[config.mk]
export PLATFORM = sky130hd
export DESIGN_NAME = palette_color_adjust_pack
export DESIGN_NICKNAME = d
export VERILOG_FILES = /design/src/pca_pkg.sv /design/src/palette_color_adjust_pack.sv /design/src/pca_cfg.sv /design/src/pca_ctrl.sv /design/src/pca_chan.sv
export SDC_FILE = /design/constraint.sdc
export NUM_CORES = 2
export LEC_CHECK = 0
export ABC_AREA = 1
export CAP_MARGIN = 25
export CORE_MARGIN = 2
export CORE_UTILIZATION = 55
export CTS_BUF_LIST = sky130_fd_sc_hd__clkbuf_4
export CTS_CLUSTER_DIAMETER = 100
export DETAILED_ROUTE_END_ITERATION = 7
export DONT_BUFFER_PORTS = 1
export PLACE_DENSITY = 0.7
export SLEW_MARGIN = 10
export SYNTH_ARGS = -nofsm -noshare
export SYNTH_HDL_FRONTEND = slang
export SYNTH_SLANG_ARGS = --single-unit
[constraint.sdc]
create_clock -name aclk -period 14.8 [get_ports aclk]
set_input_delay 2.22 -clock aclk [delete_from_list [all_inputs] [get_ports aclk]]
set_output_delay 2.22 -clock aclk [all_outputs]
set_load 0.02 [all_outputs]
[src/pca_pkg.sv]
// shared types and constants for the palette color adjust and pack block
`timescale 1ns / 1ps

package pca_pkg;

    // field widths
    localparam int COLOR_W = 8;
    localparam int CH_W    = 6;
    localparam int V_W     = 8;
    localparam int D_W     = 9;
    localparam int V100_W  = 15;
    localparam int T_W     = 19;
    localparam int ACC_W   = 29;
    localparam int GAIN_W  = 9;
    localparam int BRI_W   = 8;
    localparam int PIXEL_W = 16;
    localparam int CFG_DATA_W = 9;
    localparam int CFG_ADDR_W = 2;

    // arithmetic constants
    localparam int V_GAIN    = 100;
    localparam int BRI_UNIT  = 6400;
    localparam int BRI_SCALE = 3 * BRI_UNIT;
    localparam int DIVISOR   = 30000;
    localparam int CH_MAX    = 63;
    localparam int Q_LIMIT   = DIVISOR * (CH_MAX + 1);

    // floor(x / DIVISOR) == (x * RECIP) >> RECIP_SHIFT for 0 <= x < 2**QIN_W
    localparam int QIN_W       = 21;
    localparam int RECIP_SHIFT = 36;
    localparam int RECIP_W     = 22;
    localparam logic [63:0] RECIP_FULL =
        ((64'd1 << RECIP_SHIFT) + 64'(DIVISOR) - 64'd1) / 64'(DIVISOR);
    localparam logic [RECIP_W-1:0] RECIP = RECIP_FULL[RECIP_W-1:0];
    localparam int PROD_W = QIN_W + RECIP_W;

    // register map
    typedef enum logic [CFG_ADDR_W-1:0] {
        REG_SATURATION   = 2'd0,
        REG_CONTRAST     = 2'd1,
        REG_BRIGHTNESS   = 2'd2,
        REG_PIXEL_FORMAT = 2'd3
    } pca_reg_index_t;

    localparam logic FMT_RGB555 = 1'b0;
    localparam logic FMT_RGB565 = 1'b1;

    localparam logic [GAIN_W-1:0]       SATURATION_RESET = 9'd100;
    localparam logic [GAIN_W-1:0]       CONTRAST_RESET   = 9'd100;
    localparam logic signed [BRI_W-1:0] BRIGHTNESS_RESET = 8'sd0;

    typedef struct packed {
        logic [GAIN_W-1:0]       saturation;
        logic [GAIN_W-1:0]       contrast;
        logic signed [BRI_W-1:0] brightness;
        logic                    pixel_format;
    } pca_cfg_t;

    // pipeline stages
    localparam int NUM_STAGES = 5;
    localparam int ST_DIFF    = 0;
    localparam int ST_SAT     = 1;
    localparam int ST_CON     = 2;
    localparam int ST_DIV     = 3;
    localparam int ST_OUT     = 4;

    typedef struct packed {
        logic [NUM_STAGES-1:0] load;
    } pca_stage_en_t;

endpackage

[src/palette_color_adjust_pack.sv]
// top level of the palette color adjust and pack block
`timescale 1ns / 1ps

// Adjusts one 8-bit RGB color by saturation, contrast and brightness and packs
// it as an RGB555 or RGB565 pixel word. Each channel is cut to 6 bits, the
// adjusted value is divided by 30000 (truncated) and clamped to 0..63. Rate is
// one transfer per clock in and out while the result side does not stall. An
// input transfer loads the first of five register stages (difference,
// saturation multiply, contrast multiply, reciprocal divide and clamp, pack)
// and the item moves one stage on whenever the next stage can take it. The
// output register lets a new input transfer in while a result waits; a stall on
// the result side holds each full stage without loss or repeat. Configuration
// writes take effect on the next clock and are meant for an idle pipeline.

module palette_color_adjust_pack
    import pca_pkg::*;
(
    input  logic                  aclk,
    input  logic                  aresetn,

    // configuration write port
    input  logic                  cfg_wr_en,
    input  logic [CFG_ADDR_W-1:0] cfg_addr,
    input  logic [CFG_DATA_W-1:0] cfg_wr_data,

    // color input channel
    input  logic                  s_valid,
    output logic                  s_ready,
    input  logic [COLOR_W-1:0]    s_red_in,
    input  logic [COLOR_W-1:0]    s_green_in,
    input  logic [COLOR_W-1:0]    s_blue_in,

    // pixel output channel
    output logic                  m_valid,
    input  logic                  m_ready,
    output logic [PIXEL_W-1:0]    m_pixel_word
);

    pca_cfg_t      cfg;
    pca_stage_en_t en;

    logic [CH_W-1:0]    r6;
    logic [CH_W-1:0]    g6;
    logic [CH_W-1:0]    b6;
    logic [V_W-1:0]     v;
    logic [CH_W-1:0]    r_q;
    logic [CH_W-1:0]    g_q;
    logic [CH_W-1:0]    b_q;
    logic [PIXEL_W-1:0] pixel_next;
    logic [PIXEL_W-1:0] pixel_reg;

    pca_cfg u_cfg (
        .aclk        (aclk),
        .aresetn     (aresetn),
        .cfg_wr_en   (cfg_wr_en),
        .cfg_addr    (cfg_addr),
        .cfg_wr_data (cfg_wr_data),
        .cfg         (cfg)
    );

    // one valid bit per stage, ready ripples back from the output
    pca_ctrl u_ctrl (
        .aclk    (aclk),
        .aresetn (aresetn),
        .s_valid (s_valid),
        .s_ready (s_ready),
        .m_valid (m_valid),
        .m_ready (m_ready),
        .en      (en)
    );

    // reduce to 6 bits and form the luma sum shared by all channels
    always_comb begin
        r6 = s_red_in[COLOR_W-1 -: CH_W];
        g6 = s_green_in[COLOR_W-1 -: CH_W];
        b6 = s_blue_in[COLOR_W-1 -: CH_W];
        v  = V_W'(r6) + V_W'(g6) + V_W'(b6);
    end

    pca_chan u_red (
        .aclk (aclk),
        .c6   (r6),
        .v    (v),
        .cfg  (cfg),
        .en   (en),
        .q6   (r_q)
    );

    pca_chan u_green (
        .aclk (aclk),
        .c6   (g6),
        .v    (v),
        .cfg  (cfg),
        .en   (en),
        .q6   (g_q)
    );

    pca_chan u_blue (
        .aclk (aclk),
        .c6   (b6),
        .v    (v),
        .cfg  (cfg),
        .en   (en),
        .q6   (b_q)
    );

    // pack: 565 keeps all six green bits, 555 drops the low one
    always_comb begin
        if (cfg.pixel_format == FMT_RGB565) begin
            pixel_next = {r_q[CH_W-1:1], g_q, b_q[CH_W-1:1]};
        end else begin
            pixel_next = {1'b0, r_q[CH_W-1:1], g_q[CH_W-1:1], b_q[CH_W-1:1]};
        end
    end

    // output register, holds while the result side stalls
    always_ff @(posedge aclk) begin
        if (en.load[ST_OUT]) begin
            pixel_reg <= pixel_next;
        end
    end

    assign m_pixel_word = pixel_reg;

endmodule

[src/pca_cfg.sv]
// configuration register file
`timescale 1ns / 1ps

module pca_cfg
    import pca_pkg::*;
(
    input  logic                  aclk,
    input  logic                  aresetn,
    input  logic                  cfg_wr_en,
    input  logic [CFG_ADDR_W-1:0] cfg_addr,
    input  logic [CFG_DATA_W-1:0] cfg_wr_data,
    output pca_cfg_t              cfg
);

    pca_cfg_t cfg_reg;

    always_ff @(posedge aclk) begin
        if (!aresetn) begin
            cfg_reg.saturation   <= SATURATION_RESET;
            cfg_reg.contrast     <= CONTRAST_RESET;
            cfg_reg.brightness   <= BRIGHTNESS_RESET;
            cfg_reg.pixel_format <= FMT_RGB565;
        end else if (cfg_wr_en) begin
            unique case (pca_reg_index_t'(cfg_addr))
                REG_SATURATION:   cfg_reg.saturation   <= cfg_wr_data[GAIN_W-1:0];
                REG_CONTRAST:     cfg_reg.contrast     <= cfg_wr_data[GAIN_W-1:0];
                REG_BRIGHTNESS:   cfg_reg.brightness   <= $signed(cfg_wr_data[BRI_W-1:0]);
                REG_PIXEL_FORMAT: cfg_reg.pixel_format <= cfg_wr_data[0];
                default:          cfg_reg <= cfg_reg;
            endcase
        end
    end

    assign cfg = cfg_reg;

endmodule

[src/pca_ctrl.sv]
// valid/ready control for the stage pipeline
`timescale 1ns / 1ps

module pca_ctrl
    import pca_pkg::*;
(
    input  logic          aclk,
    input  logic          aresetn,
    input  logic          s_valid,
    output logic          s_ready,
    output logic          m_valid,
    input  logic          m_ready,
    output pca_stage_en_t en
);

    logic [NUM_STAGES-1:0] valid_reg;
    logic [NUM_STAGES-1:0] valid_next;
    logic [NUM_STAGES:0]   rdy;
    logic [NUM_STAGES:0]   up_valid;

    // a stage takes new data when it is empty or its successor moves
    always_comb begin
        up_valid = {valid_reg, s_valid};
        rdy[NUM_STAGES] = m_ready;
        for (int i = NUM_STAGES - 1; i >= 0; i--) begin
            rdy[i] = !valid_reg[i] || rdy[i+1];
        end
        for (int i = 0; i < NUM_STAGES; i++) begin
            en.load[i]    = rdy[i] && up_valid[i];
            valid_next[i] = rdy[i] ? up_valid[i] : valid_reg[i];
        end
    end

    always_ff @(posedge aclk) begin
        if (!aresetn) begin
            valid_reg <= '0;
        end else begin
            valid_reg <= valid_next;
        end
    end

    assign s_ready = rdy[0];
    assign m_valid = valid_reg[NUM_STAGES-1];

endmodule

[src/pca_chan.sv]
// one color channel: gain, contrast, offset, scale and clamp
`timescale 1ns / 1ps

module pca_chan
    import pca_pkg::*;
(
    input  logic            aclk,
    input  logic [CH_W-1:0] c6,
    input  logic [V_W-1:0]  v,
    input  pca_cfg_t        cfg,
    input  pca_stage_en_t   en,
    output logic [CH_W-1:0] q6
);

    localparam logic signed [ACC_W-1:0] BRI_K   = ACC_W'(BRI_SCALE);
    localparam logic signed [ACC_W-1:0] LIMIT_K = ACC_W'(Q_LIMIT);
    localparam logic [V100_W-1:0]       VGAIN_K = V100_W'(V_GAIN);

    logic [V_W-1:0]            c6x3;
    logic signed [D_W-1:0]     d_next;
    logic signed [D_W-1:0]     d_reg;
    logic [V100_W-1:0]         v100_next;
    logic [V100_W-1:0]         v100_reg;
    logic signed [T_W-1:0]     t_next;
    logic signed [T_W-1:0]     t_reg;
    logic signed [ACC_W-1:0]   bri_ext;
    logic signed [ACC_W-1:0]   acc_next;
    logic signed [ACC_W-1:0]   acc_reg;
    logic [PROD_W-1:0]         prod;
    logic [CH_W-1:0]           q_next;
    logic [CH_W-1:0]           q_reg;

    // stage: chroma difference and luma term
    always_comb begin
        c6x3      = {1'b0, c6, 1'b0} + {2'b00, c6};
        d_next    = $signed({1'b0, c6x3}) - $signed({1'b0, v});
        v100_next = V100_W'(v) * VGAIN_K;
    end

    // stage: saturation gain
    always_comb begin
        t_next = T_W'(d_reg) * $signed({1'b0, cfg.saturation})
               + $signed(T_W'(v100_reg));
    end

    // stage: contrast gain and brightness offset
    always_comb begin
        bri_ext  = ACC_W'(cfg.brightness);
        acc_next = ACC_W'(t_reg) * $signed({1'b0, cfg.contrast}) + bri_ext * BRI_K;
    end

    // stage: divide by reciprocal multiply, clamp to the channel range
    always_comb begin
        prod = PROD_W'(acc_reg[QIN_W-1:0]) * PROD_W'(RECIP);
        if (acc_reg < 0) begin
            q_next = '0;
        end else if (acc_reg >= LIMIT_K) begin
            q_next = CH_W'(CH_MAX);
        end else begin
            q_next = prod[RECIP_SHIFT +: CH_W];
        end
    end

    always_ff @(posedge aclk) begin
        if (en.load[ST_DIFF]) begin
            d_reg    <= d_next;
            v100_reg <= v100_next;
        end
        if (en.load[ST_SAT]) begin
            t_reg <= t_next;
        end
        if (en.load[ST_CON]) begin
            acc_reg <= acc_next;
        end
        if (en.load[ST_DIV]) begin
            q_reg <= q_next;
        end
    end

    assign q6 = q_reg;

endmodule
==> impl_metrics.yaml <==
outcome:
  status: "completed"
clock_tree:
  cts_inserted_buffers: 75
  clk_path_buf_depth: 3
  clock_latency_ps: 970
  clock-sinks: 248
  clk_pin_slew_ps: 60
  cts_resized: 0
  cts_hold_buf: 0
  cts_tree: "done"
  postCtsSetupBuffers: 0
  cts_max_level: 3
  root_buffer: "clkbuf_4"
timing:
  max_slew.worst_pin.slew_ps: 1050
  fmax_mhz: 145
  slew_headroom_pct: 29.9
  hold_viol: 0
  setup_tns_ps: 0
  setup_violations: 0
  post-route-min-period_ps: 6870
  rsz0062_at_grt: "false"
  finalCritPeriodShare_pct: 46.5
  slew_viol_final: 0
  clock-skew-final_ps: 82.4
place:
  place_congestion: 0.927
  io_buffers: 0
  place_hpwl_mm: 130
final_layout:
  final_common_cell: "inv_1"
  area_delta_synth_final_pct: 3.95
  drive_above_1_share_pct: 2.50
  final_cell_mix: "inv_1 (2,174), nand2_1 (1,356), fa_1 (1,234), ha_1 (1,120), a21oi_1 (265)"
  fillers: 10700
  final_nets: 9863
route:
  wire_per_inst_um: 16.7
  vias_per_cell: 5.17
  dr_total_vias: 47300
  wirelength_mm: 152
  drc: 0
  dr.pass1.iters: 6
  drt-initial-drc-count: 2734
  antenna_left: 0
logic_synthesis:
  yosys.area.top_type: "fa_1"
  synth_nets: 9926
  ys_warn_count: 0
  async_flop_share_pct: 0
  ys_seq_elements: 248
  avgSynthCellArea_um2: 8.87
  synth_ff_type: "edfxtp_1"
  netlist.area_leader.share_pct: 37.0
  synth_edf_count: 216
  ys_seq_area_share_pct: 10.7
  synth_area_leaders: "fa_1 (37%), ha_1 (21%), inv_1 (12%)"
  syn-cell-area_um2: 66800
  synth_cells: 7532
  ys_types: 45
floorplanning:
  io_pins: 58
  initial_core_util_pct: 55.6
  die_area_um2: 124000
  die_h_um: 352
  core_um2: 120000
  dieWidth_um: 352
  rows: 127
job:
  cap_violations: 0
global_route:
  grt_max_degree: 64
  grtUsageTotal_pct: 25.8
  antenna_found_initial: 2
  gr-total-overflow: 0
  grt_first_pass_wirelength_mm: 258
  grt_pass1_vias: 51000
setup_path:
  crit_arrival_ps: 7550
  cp-start-kind: "register"
  endpoint_kind: "register"
  worstSetupPathType: "register to register"
  worst_ep_required_time_ps: 15470
  crit_fanout: 7
worst_hold_path:
  worst_hold_path_type: "register to register"
## through the flow
step / instance area [um^2] / utilization, % / std cells / hold slack, ps / setup slack (ps)
after detailed placement: 68400 / 57.0 / 9002 / 406 / 7920
after global routing: 69400 / 57.8 / 9139 / 434 / 7490
after global placement: 68400 / 56.9 / 9001 / 406 / 7930
final: 69400 / 57.8 / 9139 / 421 / 7930
after floorplan: 66800 / - / 7532 / 400 / 8570
after CTS: 69400 / 57.7 / 9132 / 421 / 7940
## per-layer routing
metal	vias up	routed length, um	GRT usage [%]
li1	22500	-	-
met1	23300	66700	34.8
met2	1193	72700	43.4
met3	222	8490	3.91
met4	0	4530	7.30
met5	-	0	0
## final timing paths
path                            slack (ps)         start                 to  cells after the start
worst max-delay path                  7930  u_cfg.cfg[1]  u_red.acc_reg[28]                     24
worst min-delay path                   420  u_blue.q6[2]    m_pixel_word[1]                      0
worst max register to register        7930  u_cfg.cfg[1]  u_red.acc_reg[28]                     24
worst min register to register         420  u_blue.q6[2]    m_pixel_word[1]                      0
## synth_stat cells, types with 27 or more instances
cell	instances
nand3_1	145
o21ai_0	123
nor2_1	251
nor3_1	32
nand4_1	49
fa_1	1234
a21o_1	27
xor2_1	119
nand2_1	1356
clkbuf_1	146
dfxtp_1	32
edfxtp_1	216
o21bai_1	36
a21oi_1	265
xnor2_1	66
ha_1	1120
inv_1	2175
## critical path, cell delays in order, from the launching register on
cell	delay, ps
dfxtp_1	840
ha_1	370
ha_1	280
inv_1	50
fa_1	470
inv_1	40
ha_1	320
nand3_1	110
nand3_2	110
a21oi_1	280
o21ai_2	120
xor2_2	650
fa_1	540
inv_1	90
fa_1	400
fa_1	490
inv_1	40
ha_1	350
a21oi_1	410
o21bai_1	140
nand2_1	80
o211ai_1	90
a21oi_1	130
o21ai_1	90
xor2_1	140
## cells by family (layout without fill, tap and decap cells)
family / count (synthesis) / in the layout / synth area share [%]
compound gates: 521 / 521 / 4.39
xor+xnor: 187 / 187 / 2.48
fa+ha+maj: 2354 / 2354 / 58.0
buf+inv: 2347 / 2337 / 13.2
flops: 248 / 248 / 10.7
mux: 2 / 2 / 0.0337
other cells: 0 / 5 / 0
simple gates: 1873 / 1873 / 11.3
## cell type report
type	count	area, um^2	area share, %
Inverter	2178	8180	11.8
Antenna cell	5	12.5	0.0180
Clock inverter	28	189	0.272
Tap cell	1612	2020	2.91
Sequential cell	248	7140	10.3
Multi-Input combinational cell	4937	50900	73.3
Clock buffer	102	766	1.10
Timing Repair Buffer	29	250	0.361
Power is left out: the tool's default activity adds up to more than one toggle a clock period on the data nets, which glitch-free logic cannot reach.
